**src/rtl/hsv_pkg.sv**
```systemverilog
// shared constants, sector codes and types of the hsv to rgb converter
package hsv_pkg;

    localparam int HUE_W       = 13;
    localparam int LVL_W       = 8;
    localparam int FRAC_W      = 10;
    localparam int SEC_W       = 3;
    localparam int TERM_W      = 18;
    localparam int PROD_W      = 26;
    localparam int PROD_SHIFT  = 6;
    localparam int Y_W         = PROD_W - PROD_SHIFT;
    localparam int APROD_W     = 2 * LVL_W;
    localparam int DIVC_W      = 12;
    localparam int RECIP_W     = 9;
    localparam int RECIP_SHIFT = 20;
    localparam int NUM_STAGES  = 7;

    localparam logic [HUE_W-1:0]   FULL_TURN   = 13'd5760;
    localparam logic [HUE_W-1:0]   SECTOR_SPAN = 13'd960;
    localparam logic [LVL_W-1:0]   LEVEL_MAX   = 8'd255;
    localparam logic [TERM_W-1:0]  BLEND_DEN   = 18'd244800;
    // 244800 / 64
    localparam logic [DIVC_W-1:0]  DIV_REST    = 12'd3825;
    // floor(2^20 / 3825), estimate is low by at most one
    localparam logic [RECIP_W-1:0] RECIP_REST  = 9'd274;
    // floor(2^16 / 255), estimate is low by at most one
    localparam logic [RECIP_W-1:0] RECIP_LVL   = 9'd257;

    // hue sectors
    localparam logic [SEC_W-1:0] SEC_RED_YEL = 3'd0;
    localparam logic [SEC_W-1:0] SEC_YEL_GRN = 3'd1;
    localparam logic [SEC_W-1:0] SEC_GRN_CYN = 3'd2;
    localparam logic [SEC_W-1:0] SEC_CYN_BLU = 3'd3;
    localparam logic [SEC_W-1:0] SEC_BLU_MAG = 3'd4;
    localparam logic [SEC_W-1:0] SEC_MAG_RED = 3'd5;

    // load enables of the two divider stages
    typedef struct packed {
        logic est;
        logic fix;
    } div_en_t;

endpackage

```
**src/rtl/hsv_div3825.sv**
```systemverilog
// two-stage divide by 3825 using a reciprocal estimate and one correction
module hsv_div3825
    import hsv_pkg::*;
(
    input  logic             aclk,
    input  div_en_t          en,
    input  logic [Y_W-1:0]   y_in,
    output logic [LVL_W-1:0] q_out
);

    localparam int MUL_W = Y_W + RECIP_W;

    logic [MUL_W-1:0] est_prod;
    logic [Y_W-1:0]   y_reg;
    logic [LVL_W-1:0] qe_reg;
    logic [LVL_W-1:0] q_reg;
    logic [LVL_W-1:0] q_next;
    logic [Y_W-1:0]   rem;

    assign est_prod = MUL_W'(y_in) * MUL_W'(RECIP_REST);

    // remainder stays below twice the divisor
    assign rem    = y_reg - Y_W'(qe_reg) * Y_W'(DIV_REST);
    assign q_next = (rem >= Y_W'(DIV_REST)) ? qe_reg + LVL_W'(1) : qe_reg;

    always_ff @(posedge aclk) begin
        if (en.est) begin
            y_reg  <= y_in;
            qe_reg <= est_prod[RECIP_SHIFT +: LVL_W];
        end
        if (en.fix) begin
            q_reg <= q_next;
        end
    end

    assign q_out = q_reg;

endmodule

```
**src/rtl/hsv_to_rgb_converter.sv**
```systemverilog
// top level of the hsv to rgb converter: seven-stage pipeline with per-stage stall
// a word taken on s_valid/s_ready is registered in each stage in turn before m_valid shows it
// throughput: one word per cycle while the output side is ready; the stages are cut around the multipliers
// (brightness times blend term, reciprocal estimate, correction product)
// a stall holds each full stage and lets empty stages fill, so no word is lost
// reset (aresetn low, synchronous) empties all stages; data registers keep content
module hsv_to_rgb_converter
    import hsv_pkg::*;
(
    input  logic             aclk,
    input  logic             aresetn,
    input  logic             s_valid,
    output logic             s_ready,
    input  logic [HUE_W-1:0] s_hue,
    input  logic [LVL_W-1:0] s_saturation,
    input  logic [LVL_W-1:0] s_brightness,
    output logic             m_valid,
    input  logic             m_ready,
    output logic [LVL_W-1:0] m_red,
    output logic [LVL_W-1:0] m_green,
    output logic [LVL_W-1:0] m_blue
);

    // stage control: adv[i] means stage i+1 (vld_reg[i]) may load this cycle
    logic [NUM_STAGES-1:0] vld_reg;
    logic [NUM_STAGES-1:0] vld_next;
    logic [NUM_STAGES:0]   adv;

    always_comb begin
        adv[NUM_STAGES] = m_ready;
        for (int i = NUM_STAGES - 1; i >= 0; i--) begin
            adv[i] = !vld_reg[i] || adv[i+1];
        end
        vld_next = vld_reg;
        for (int i = 0; i < NUM_STAGES; i++) begin
            if (adv[i]) begin
                vld_next[i] = (i == 0) ? s_valid : vld_reg[(i == 0) ? 0 : i - 1];
            end
        end
    end

    always_ff @(posedge aclk) begin
        if (!aresetn) begin
            vld_reg <= '0;
        end else begin
            vld_reg <= vld_next;
        end
    end

    assign s_ready = adv[0];
    assign m_valid = vld_reg[NUM_STAGES-1];

    // stage 1: fold hue into one turn
    logic [HUE_W-1:0] h1_reg, h1_next;
    logic [LVL_W-1:0] s1_reg, v1_reg;

    // a hue at or past a full turn wraps once
    assign h1_next = (s_hue >= FULL_TURN) ? s_hue - FULL_TURN : s_hue;

    always_ff @(posedge aclk) begin
        if (adv[0]) begin
            h1_reg <= h1_next;
            s1_reg <= s_saturation;
            v1_reg <= s_brightness;
        end
    end

    // stage 2: sector and fraction, brightness times (255 - s)
    logic [SEC_W-1:0]   sec2_reg, sec2_next;
    logic [FRAC_W-1:0]  f2_reg;
    logic [HUE_W-1:0]   f2_full;
    logic [LVL_W-1:0]   s2_reg, v2_reg;
    logic [APROD_W-1:0] ap2_reg, ap2_next;

    always_comb begin
        priority if (h1_reg >= HUE_W'(5 * SECTOR_SPAN)) begin
            sec2_next = SEC_MAG_RED;
            f2_full   = h1_reg - HUE_W'(5 * SECTOR_SPAN);
        end else if (h1_reg >= HUE_W'(4 * SECTOR_SPAN)) begin
            sec2_next = SEC_BLU_MAG;
            f2_full   = h1_reg - HUE_W'(4 * SECTOR_SPAN);
        end else if (h1_reg >= HUE_W'(3 * SECTOR_SPAN)) begin
            sec2_next = SEC_CYN_BLU;
            f2_full   = h1_reg - HUE_W'(3 * SECTOR_SPAN);
        end else if (h1_reg >= HUE_W'(2 * SECTOR_SPAN)) begin
            sec2_next = SEC_GRN_CYN;
            f2_full   = h1_reg - HUE_W'(2 * SECTOR_SPAN);
        end else if (h1_reg >= SECTOR_SPAN) begin
            sec2_next = SEC_YEL_GRN;
            f2_full   = h1_reg - SECTOR_SPAN;
        end else begin
            sec2_next = SEC_RED_YEL;
            f2_full   = h1_reg;
        end
    end

    assign ap2_next = APROD_W'(v1_reg) * APROD_W'(LEVEL_MAX - s1_reg);

    always_ff @(posedge aclk) begin
        if (adv[1]) begin
            sec2_reg <= sec2_next;
            f2_reg   <= f2_full[FRAC_W-1:0];
            s2_reg   <= s1_reg;
            v2_reg   <= v1_reg;
            ap2_reg  <= ap2_next;
        end
    end

    // stage 3: blend terms and the low estimate of aa
    localparam int AMUL_W = APROD_W + RECIP_W;

    logic [SEC_W-1:0]   sec3_reg;
    logic [LVL_W-1:0]   v3_reg, aae3_reg;
    logic               gry3_reg;
    logic [TERM_W-1:0]  tb3_reg, tc3_reg;
    logic [APROD_W-1:0] ap3_reg;
    logic [FRAC_W-1:0]  g2;
    logic [TERM_W-1:0]  sf2, sg2;
    logic [AMUL_W-1:0]  amul2;

    assign g2    = SECTOR_SPAN[FRAC_W-1:0] - f2_reg;
    assign sf2   = TERM_W'(s2_reg) * TERM_W'(f2_reg);
    assign sg2   = TERM_W'(s2_reg) * TERM_W'(g2);
    assign amul2 = AMUL_W'(ap2_reg) * AMUL_W'(RECIP_LVL);

    always_ff @(posedge aclk) begin
        if (adv[2]) begin
            sec3_reg <= sec2_reg;
            v3_reg   <= v2_reg;
            gry3_reg <= (s2_reg == '0);
            tb3_reg  <= BLEND_DEN - sf2;
            tc3_reg  <= BLEND_DEN - sg2;
            ap3_reg  <= ap2_reg;
            aae3_reg <= amul2[APROD_W +: LVL_W];
        end
    end

    // stage 4: brightness times blend terms, aa correction
    logic [SEC_W-1:0]   sec4_reg;
    logic [LVL_W-1:0]   v4_reg, aa4_reg, aa4_next;
    logic               gry4_reg;
    logic [Y_W-1:0]     yb4_reg, yc4_reg;
    logic [PROD_W-1:0]  nb3, nc3;
    logic [APROD_W-1:0] arem3;

    assign nb3 = PROD_W'(v3_reg) * PROD_W'(tb3_reg);
    assign nc3 = PROD_W'(v3_reg) * PROD_W'(tc3_reg);

    // est * 255 as a shift and subtract
    assign arem3    = ap3_reg - ({aae3_reg, LVL_W'(0)} - APROD_W'(aae3_reg));
    assign aa4_next = (arem3 >= APROD_W'(LEVEL_MAX)) ? aae3_reg + LVL_W'(1) : aae3_reg;

    always_ff @(posedge aclk) begin
        if (adv[3]) begin
            sec4_reg <= sec3_reg;
            v4_reg   <= v3_reg;
            gry4_reg <= gry3_reg;
            aa4_reg  <= aa4_next;
            // dividing by 64 first leaves a divide by 3825
            yb4_reg  <= nb3[PROD_W-1:PROD_SHIFT];
            yc4_reg  <= nc3[PROD_W-1:PROD_SHIFT];
        end
    end

    // stages 5 and 6: the two blend dividers, side data rides alongside
    div_en_t          div_en;
    logic [LVL_W-1:0] bb6, cc6;

    assign div_en.est = adv[4];
    assign div_en.fix = adv[5];

    hsv_div3825 u_div_bb (
        .aclk  (aclk),
        .en    (div_en),
        .y_in  (yb4_reg),
        .q_out (bb6)
    );

    hsv_div3825 u_div_cc (
        .aclk  (aclk),
        .en    (div_en),
        .y_in  (yc4_reg),
        .q_out (cc6)
    );

    logic [SEC_W-1:0] sec5_reg, sec6_reg;
    logic [LVL_W-1:0] v5_reg, v6_reg, aa5_reg, aa6_reg;
    logic             gry5_reg, gry6_reg;

    always_ff @(posedge aclk) begin
        if (adv[4]) begin
            sec5_reg <= sec4_reg;
            v5_reg   <= v4_reg;
            aa5_reg  <= aa4_reg;
            gry5_reg <= gry4_reg;
        end
        if (adv[5]) begin
            sec6_reg <= sec5_reg;
            v6_reg   <= v5_reg;
            aa6_reg  <= aa5_reg;
            gry6_reg <= gry5_reg;
        end
    end

    // stage 7: route levels to channels, this is the output register
    logic [LVL_W-1:0] red_reg, green_reg, blue_reg;
    logic [LVL_W-1:0] red_next, green_next, blue_next;

    always_comb begin
        if (gry6_reg) begin
            // no saturation means grey
            red_next   = v6_reg;
            green_next = v6_reg;
            blue_next  = v6_reg;
        end else begin
            unique case (sec6_reg)
                SEC_RED_YEL: begin
                    red_next = v6_reg;  green_next = cc6;     blue_next = aa6_reg;
                end
                SEC_YEL_GRN: begin
                    red_next = bb6;     green_next = v6_reg;  blue_next = aa6_reg;
                end
                SEC_GRN_CYN: begin
                    red_next = aa6_reg; green_next = v6_reg;  blue_next = cc6;
                end
                SEC_CYN_BLU: begin
                    red_next = aa6_reg; green_next = bb6;     blue_next = v6_reg;
                end
                SEC_BLU_MAG: begin
                    red_next = cc6;     green_next = aa6_reg; blue_next = v6_reg;
                end
                default: begin
                    // magenta to red, and codes that never occur
                    red_next = v6_reg;  green_next = aa6_reg; blue_next = bb6;
                end
            endcase
        end
    end

    always_ff @(posedge aclk) begin
        if (adv[6]) begin
            red_reg   <= red_next;
            green_reg <= green_next;
            blue_reg  <= blue_next;
        end
    end

    assign m_red   = red_reg;
    assign m_green = green_reg;
    assign m_blue  = blue_reg;

    // checks

    // an empty first stage always takes a word, even with the output stalled
    assert property (@(posedge aclk) disable iff (!aresetn)
        !vld_reg[0] |-> s_ready)
        else $error("first stage empty but input not ready");

    // corrected aa never exceeds brightness
    assert property (@(posedge aclk) disable iff (!aresetn)
        vld_reg[3] |-> (aa4_reg <= v4_reg))
        else $error("aa above brightness");

    // corrected blend quotients never exceed brightness
    assert property (@(posedge aclk) disable iff (!aresetn)
        vld_reg[5] |-> (bb6 <= v6_reg && cc6 <= v6_reg))
        else $error("blend level above brightness");

    // a grey word leaves with three equal channels
    assert property (@(posedge aclk) disable iff (!aresetn)
        (vld_reg[5] && adv[6] && gry6_reg) |=> (m_red == m_green && m_green == m_blue))
        else $error("grey word with unequal channels");

endmodule
```
**config.mk**
```make
export PLATFORM = sky130hd
export DESIGN_NAME = hsv_to_rgb_converter
export DESIGN_NICKNAME = d
export VERILOG_FILES = /design/src/rtl/hsv_pkg.sv /design/src/rtl/hsv_div3825.sv /design/src/rtl/hsv_to_rgb_converter.sv
export SDC_FILE = /design/constraint.sdc
export NUM_CORES = 2
export LEC_CHECK = 0
export BUFFER_PORTS_ARGS = -buffer_cell sky130_fd_sc_hd__buf_4
export CORE_MARGIN = 2
export CORE_UTILIZATION = 45
export CTS_BUF_LIST = sky130_fd_sc_hd__clkbuf_4 sky130_fd_sc_hd__clkbuf_8
export CTS_CLUSTER_SIZE = 12
export DETAILED_ROUTE_END_ITERATION = 8
export SYNTH_ARGS = -nofsm -noshare
export SYNTH_HDL_FRONTEND = slang
export SYNTH_SLANG_ARGS = --single-unit
```
**constraint.sdc**
```tcl
create_clock -name aclk -period 7.9 [get_ports aclk]
set_input_delay 0.395 -clock aclk [delete_from_list [all_inputs] [get_ports aclk]]
set_output_delay 0.395 -clock aclk [all_outputs]
set_load 0.005 [all_outputs]
```
=== Yosys cells after proc, flatten, opt, wreduce, memory -nomap -nowiden ===
Cells that the tools add are included.

* Input bits: 33
* Memories: 0
* Output and inout port bits: 26
* Flip-flop bits (word level): 349
* RAM bits: 0
* ROM bits: 0
* Logic and storage cells: 126
* Latch bits: 0

* Mux-type cells: 19
* Add/sub/neg operators: 17
* Reduce and logical (&&, ||, !) cells: 21
* Shift operators: 0
* Eq/ne operators: 4
* Multiply operators: 10
* Div/mod/pow operators: 0
* Bitwise operators: 0
* Order comparisons: 9

{| class="wikitable"
|+ Operator list
! cell !! number
|-
| $pmux W8 S3 || 3
|-
| $mul A20 B8 Y27 const B || 2
|-
| $mul A8 B18 Y26 || 2
|-
| $mux W10 || 5
|-
| $sub A10 B10 Y10 const B || 5
|-
| $mux W8 || 6
|-
| $ge A20 B12 Y1 const B || 2
|-
| $mul A8 B12 Y20 const B || 2
|-
| $sub A20 B20 Y20 || 2
|-
| $mul A8 B10 Y18 || 2
|-
| $sub A18 B18 Y18 const A || 2
|-
| $ge A13 B12 Y1 const B || 2
|-
| $ge A13 B13 Y1 const B || 2
|-
| $add A8 B1 Y8 const B || 3
|-
| $mul A16 B9 Y24 const B || 1
|-
| $ge A16 B8 Y1 const B || 1
|-
| $mul A9 B9 Y16 || 1
|-
| $sub A16 B16 Y16 || 1
|-
| $sub A16 B8 Y16 || 1
|-
| $ge A13 B10 Y1 const B || 1
|-
| $ge A13 B11 Y1 const B || 1
|-
| $mux W13 || 1
|-
| $sub A13 B13 Y13 const B || 1
|-
| $reduce_or A2 Y1 || 5
|-
| 11 further kinds || 26
|}

=== Longest topological paths before layout ===
* Depth in word-level cells: 8
* Depth in mapped cells: 23

=== Modules after synthesis ===
A second synthesis with hierarchy kept.

* Cell total of the unflattened synthesis: 3862
* Area, all modules: 39262.7 µm²

{| class="wikitable"
|+ By module, submodules not included
! module !! seq. area each (µm²) !! times used !! area an instance (µm²) !! cells each
|-
| hsv_to_rgb_converter || 8217.9 || 1 || 27720.3 || 2679
|-
| hsv_div3825 (u_div_cc) || 1081.0 || 1 || 5835.6 || 602
|-
| hsv_div3825 (u_div_bb) || 1081.0 || 1 || 5706.7 || 581
|}

=== Least setup slack after synthesis ===
Ideal clock, no wire load.

* Path type: reg-to-reg
* Start: register u_div_cc.qe_reg[6]
* End: register u_div_cc.q_reg[1], in the netlist u_div_cc.q_out[1] (data pin)
* Cell stages (with the launch flop): 20
* Arrival: 5.210 ns
* Slack: 2.430 ns
* Path buffers: 1
* Cells stage by stage: edfxtp_1 -> inv_1 -> fa_1 -> xor2_1 -> ha_1 -> a21o_1 -> fa_1 -> inv_1 -> fa_1 -> inv_1 -> ha_1 -> clkbuf_1 -> a21o_1 -> a21o_1 -> a211o_1 -> a221oi_1 -> and3_1 -> o2111ai_1 -> a2111oi_4 -> mux2_4

* Word-level cells in the longest chain between the ends: 4

{| class="wikitable"
|+ Ends and longest elaborated chain
! element !! RTL line !! text
|-
| start: declaration || hsv_div3825.sv:15 || <nowiki>logic [LVL_W-1:0] qe_reg;</nowiki>
|-
| start signal: assignment || hsv_div3825.sv:29 || <nowiki>qe_reg <= est_prod[RECIP_SHIFT +: LVL_W];</nowiki>
|-
| $mul A8 B12 Y20 || hsv_div3825.sv:23 || <nowiki>assign rem = y_reg - Y_W'(qe_reg) * Y_W'(DIV_REST);</nowiki>
|-
| $sub A20 B20 Y20 || hsv_div3825.sv:23 ||
|-
| $ge A20 B12 Y1 || hsv_div3825.sv:24 || <nowiki>assign q_next = (rem >= Y_W'(DIV_REST)) ? qe_reg + LVL_W'(1) : qe_reg;</nowiki>
|-
| $mux W8 || hsv_div3825.sv:24 ||
|-
| via u_div_cc.q_next[1] || hsv_div3825.sv:17 || <nowiki>logic [LVL_W-1:0] q_next;</nowiki>
|-
| end signal: assignment || hsv_div3825.sv:32 || <nowiki>q_reg <= q_next;</nowiki>
|-
| end: declaration || hsv_div3825.sv:16 || <nowiki>logic [LVL_W-1:0] q_reg;</nowiki>
|}

The timed path passes the listed nets, and every way through them passes these cells.
A chain may end at the register's enable or synchronous reset.

=== Final worst setup path ===
* Start: register v3_reg[3]
* End: register yb4_reg[18] (data pin)

* Word-level cells in the longest chain between the ends: 1

{| class="wikitable"
|+ Ends and longest elaborated chain
! element !! RTL line !! text
|-
| start: declaration || hsv_to_rgb_converter.sv:113 || <nowiki>logic [LVL_W-1:0] v3_reg, aae3_reg;</nowiki>
|-
| start signal: assignment || hsv_to_rgb_converter.sv:129 || <nowiki>v3_reg <= v2_reg;</nowiki>
|-
| $mul A8 B18 Y26 || hsv_to_rgb_converter.sv:146 || <nowiki>assign nb3 = PROD_W'(v3_reg) * PROD_W'(tb3_reg);</nowiki>
|-
| via nb3[24] || hsv_to_rgb_converter.sv:143 || <nowiki>logic [PROD_W-1:0] nb3, nc3;</nowiki>
|-
| end signal: assignment || hsv_to_rgb_converter.sv:160 || <nowiki>yb4_reg <= nb3[PROD_W-1:PROD_SHIFT];</nowiki>
|-
| end: declaration || hsv_to_rgb_converter.sv:142 || <nowiki>logic [Y_W-1:0] yb4_reg, yc4_reg;</nowiki>
|}

The timed path passes the listed nets, and every way through them passes these cells.

==> impl_metrics.json <==
{
  "avg_cell_area_syn_um2": 10.3,
  "rsz0062_at_grt": "false",
  "setup_viol": 0,
  "track_usage": 0.180,
  "placed_cells_incl_taps": 4872,
  "grt_max_degree": 72,
  "synth_cells": 3737,
  "top_delay_family_on_crit_path": "adder cells",
  "pin_count": 59,
  "total_number_of_placement_rows": 107,
  "portBuffers": 58,
  "hold_buffers": 26,
  "timing.setup.critical_path_class": "reg -> reg",
  "initial_utilization": 0.452,
  "ys_warn_count": 0,
  "post_route_cells_drive_above_1_share": 0.0517,
  "hold_viol_final": 0,
  "yosys_most_used_dff": "edfxtp_1",
  "setup.worst_path.end_class": "flip-flop",
  "floorplan.core_area_um2": 84700,
  "routed-via-count": 24700,
  "clock_path_buffers": 3,
  "final_max_slew_viol_count": 0,
  "crit_fanout": 25,
  "die-width_um": 296,
  "half_perimeter_wire_length_of_the_detailed_placement_result_um": 60300,
  "layout_common_cells": "inv_1, ha_1, fa_1",
  "postLayoutCoreUtil": 0.491,
  "postCtsResizedCells": 0,
  "worst_ep_required_time_ps": 8270,
  "fillerInstances": 7861,
  "final.setup_skew_ps": 35.8,
  "root_buf_cell": "clkbuf_8",
  "synth-async-reset-ratio": 0,
  "period_minus_slack_ps": 6060,
  "yosys_register_bits": 348,
  "synthesis.nets": 4735,
  "wl_cell_um": 15.1,
  "met3_length_um": 2450,
  "met1Wirelength_um": 37000,
  "mostFrequentLayoutCell": "inv_1",
  "globalplace.congestion": 0.861,
  "synth_sequential_area_ratio": 0.271,
  "drv_cap": 0,
  "first_global_vias": 25500,
  "worstPathBufferInverterCount": 2,
  "netlist-cell-type-count": 81,
  "timing.setup.tns_ps": 0,
  "status": "finished clean",
  "synth-edff-count": 341,
  "drcViolationCount": 0,
  "signal_arrival_time_at_the_worst_endpoint_ps": 6430,
  "clock_tree_from_tritoncts": "yes",
  "detail_route.iter0.violations": 1098,
  "worst_path_largest_cell_delay_ps": 930,
  "via_per_inst": 4.94,
  "clkLatencyLatePin_ps": 660,
  "top_layer": "met4",
  "postCtsSetupRepairBufs": 0,
  "fin_nets": 4820,
  "design_area_um2": 41600,
  "holdCritPathClass": "in -> reg",
  "numCtsBuffers": 66,
  "syn_area_um2": 38300,
  "floorplan.die.height_um": 296,
  "critPathSlowestCell": "edfxtp_1",
  "antenna_found_initial": 2,
  "critPathMostFrequentCell": "fa_1",
  "cts_htree_levels": 3,
  "grt_first_pass_wirelength_um": 127000,
  "type_of_element_launching_the_critical_path": "flip-flop",
  "slew_headroom": 0.301,
  "postRouteAntennaNets": 0,
  "crit_chain": "buf_4, nand2_1, fa_1, fa_1, fa_1, fa_1, inv_1, ha_1, a21o_1, a21o_1, a31o_2, o21ai_0, a21oi_1, o21a_1, o41ai_1, o21bai_1, xor2_1",
  "min_period_over_period": 0.767,
  "clk_transition_reported_paths_ps": 50,
  "wl_met2_um": 34700,
  "clock_sinks": 348,
  "number_of_search_and_repair_iterations_in_the_first_detailed_routing_pass": 5,
  "worst-slew-pin-transition_ps": 1050,
  "placement.cell_area_um2": 40000,
  "gr-total-overflow": 0,
  "area_growth_syn_to_layout_pct": 8.58,
  "max_clock_freq_mhz": 165,
  "drt-total-wl_um": 75500,
  "instances_no_fill": 5012,
  "fp.dieArea_um2": 87500
}
[stage by stage]
stage / worst slack, ps / hold slack, ps
floorplan: 2430 / 400
global placement: 1920 / 402
detailed placement: 1840 / 405
CTS: 1790 / 15.7
global route: 1460 / 33.6
finish: 1840 / 77.2
[Yosys cell counts, drive strengths merged, types with 39 or more instances]
cell	count	area share
inv	797	0.078
ha	533	0.17
fa	432	0.23
edfxtp	341	0.27
nand2	305	0.030
and2	240	0.039
xnor2	106	0.024
nor2	104	0.010
a21oi	95	0.012
o21ai	93	0.012
clkbuf	77	0.0076
nor2b	64	0.010
xor2	54	0.012
mux2i	43	0.011
nor3	41	0.0054
nand3	39	0.0051
[logic make-up (layout without fill, tap and decap cells)]
logic type | after synthesis | after routing | share of synthesized area
muxes | 46 | 46 | 0.0122
adders and majority gates | 965 | 965 | 0.400
and+or+nand+nor | 936 | 936 | 0.125
buffers and inverters | 879 | 1009 | 0.0861
other | 0 | 1 | 0
xor gates and xnor gates | 160 | 160 | 0.0366
DFF | 348 | 348 | 0.271
AOI/OAI and AO/OA | 403 | 403 | 0.0694
[final cells by class]
cell class                      instances  area (um2)  area share
Multi-Input combinational cell       2510       24600       0.592
Inverter                              797        2990      0.0719
Clock inverter                         31         319     0.00767
Tap cell                             1144        1430      0.0344
Antenna cell                            1        2.50   0.0000601
Sequential cell                       348       10400       0.249
Clock buffer                           82        1030      0.0247
Timing Repair Buffer                   99         808      0.0194
[layer usage]
| metal | vias to the layer above | GRT usage |
|---|---|---|
| li1 | 12300 | - |
| met1 | 12000 | 0.252 |
| met2 | 358 | 0.295 |
| met3 | 92 | 0.0256 |
| met4 | 0 | 0.0415 |
| met5 | - | 0 |
[final timing paths]
check	start	end	slack, ps	cells after the start
worst min register to register	v2_reg[5]$_DFFE_PP_	v3_reg[5]$_DFFE_PP_	390	0
worst max register to register	v3_reg[3]$_DFFE_PP_	yb4_reg[18]$_DFFE_PP_	1840	17
worst min-delay path	s_hue[11]	h1_reg[11]$_DFFE_PP_	80	2
worst max-delay path	v3_reg[3]$_DFFE_PP_	yb4_reg[18]$_DFFE_PP_	1840	17
Power is not shown: default switching activity piles up to over one toggle a cycle in this logic, so the estimate is an artifact.
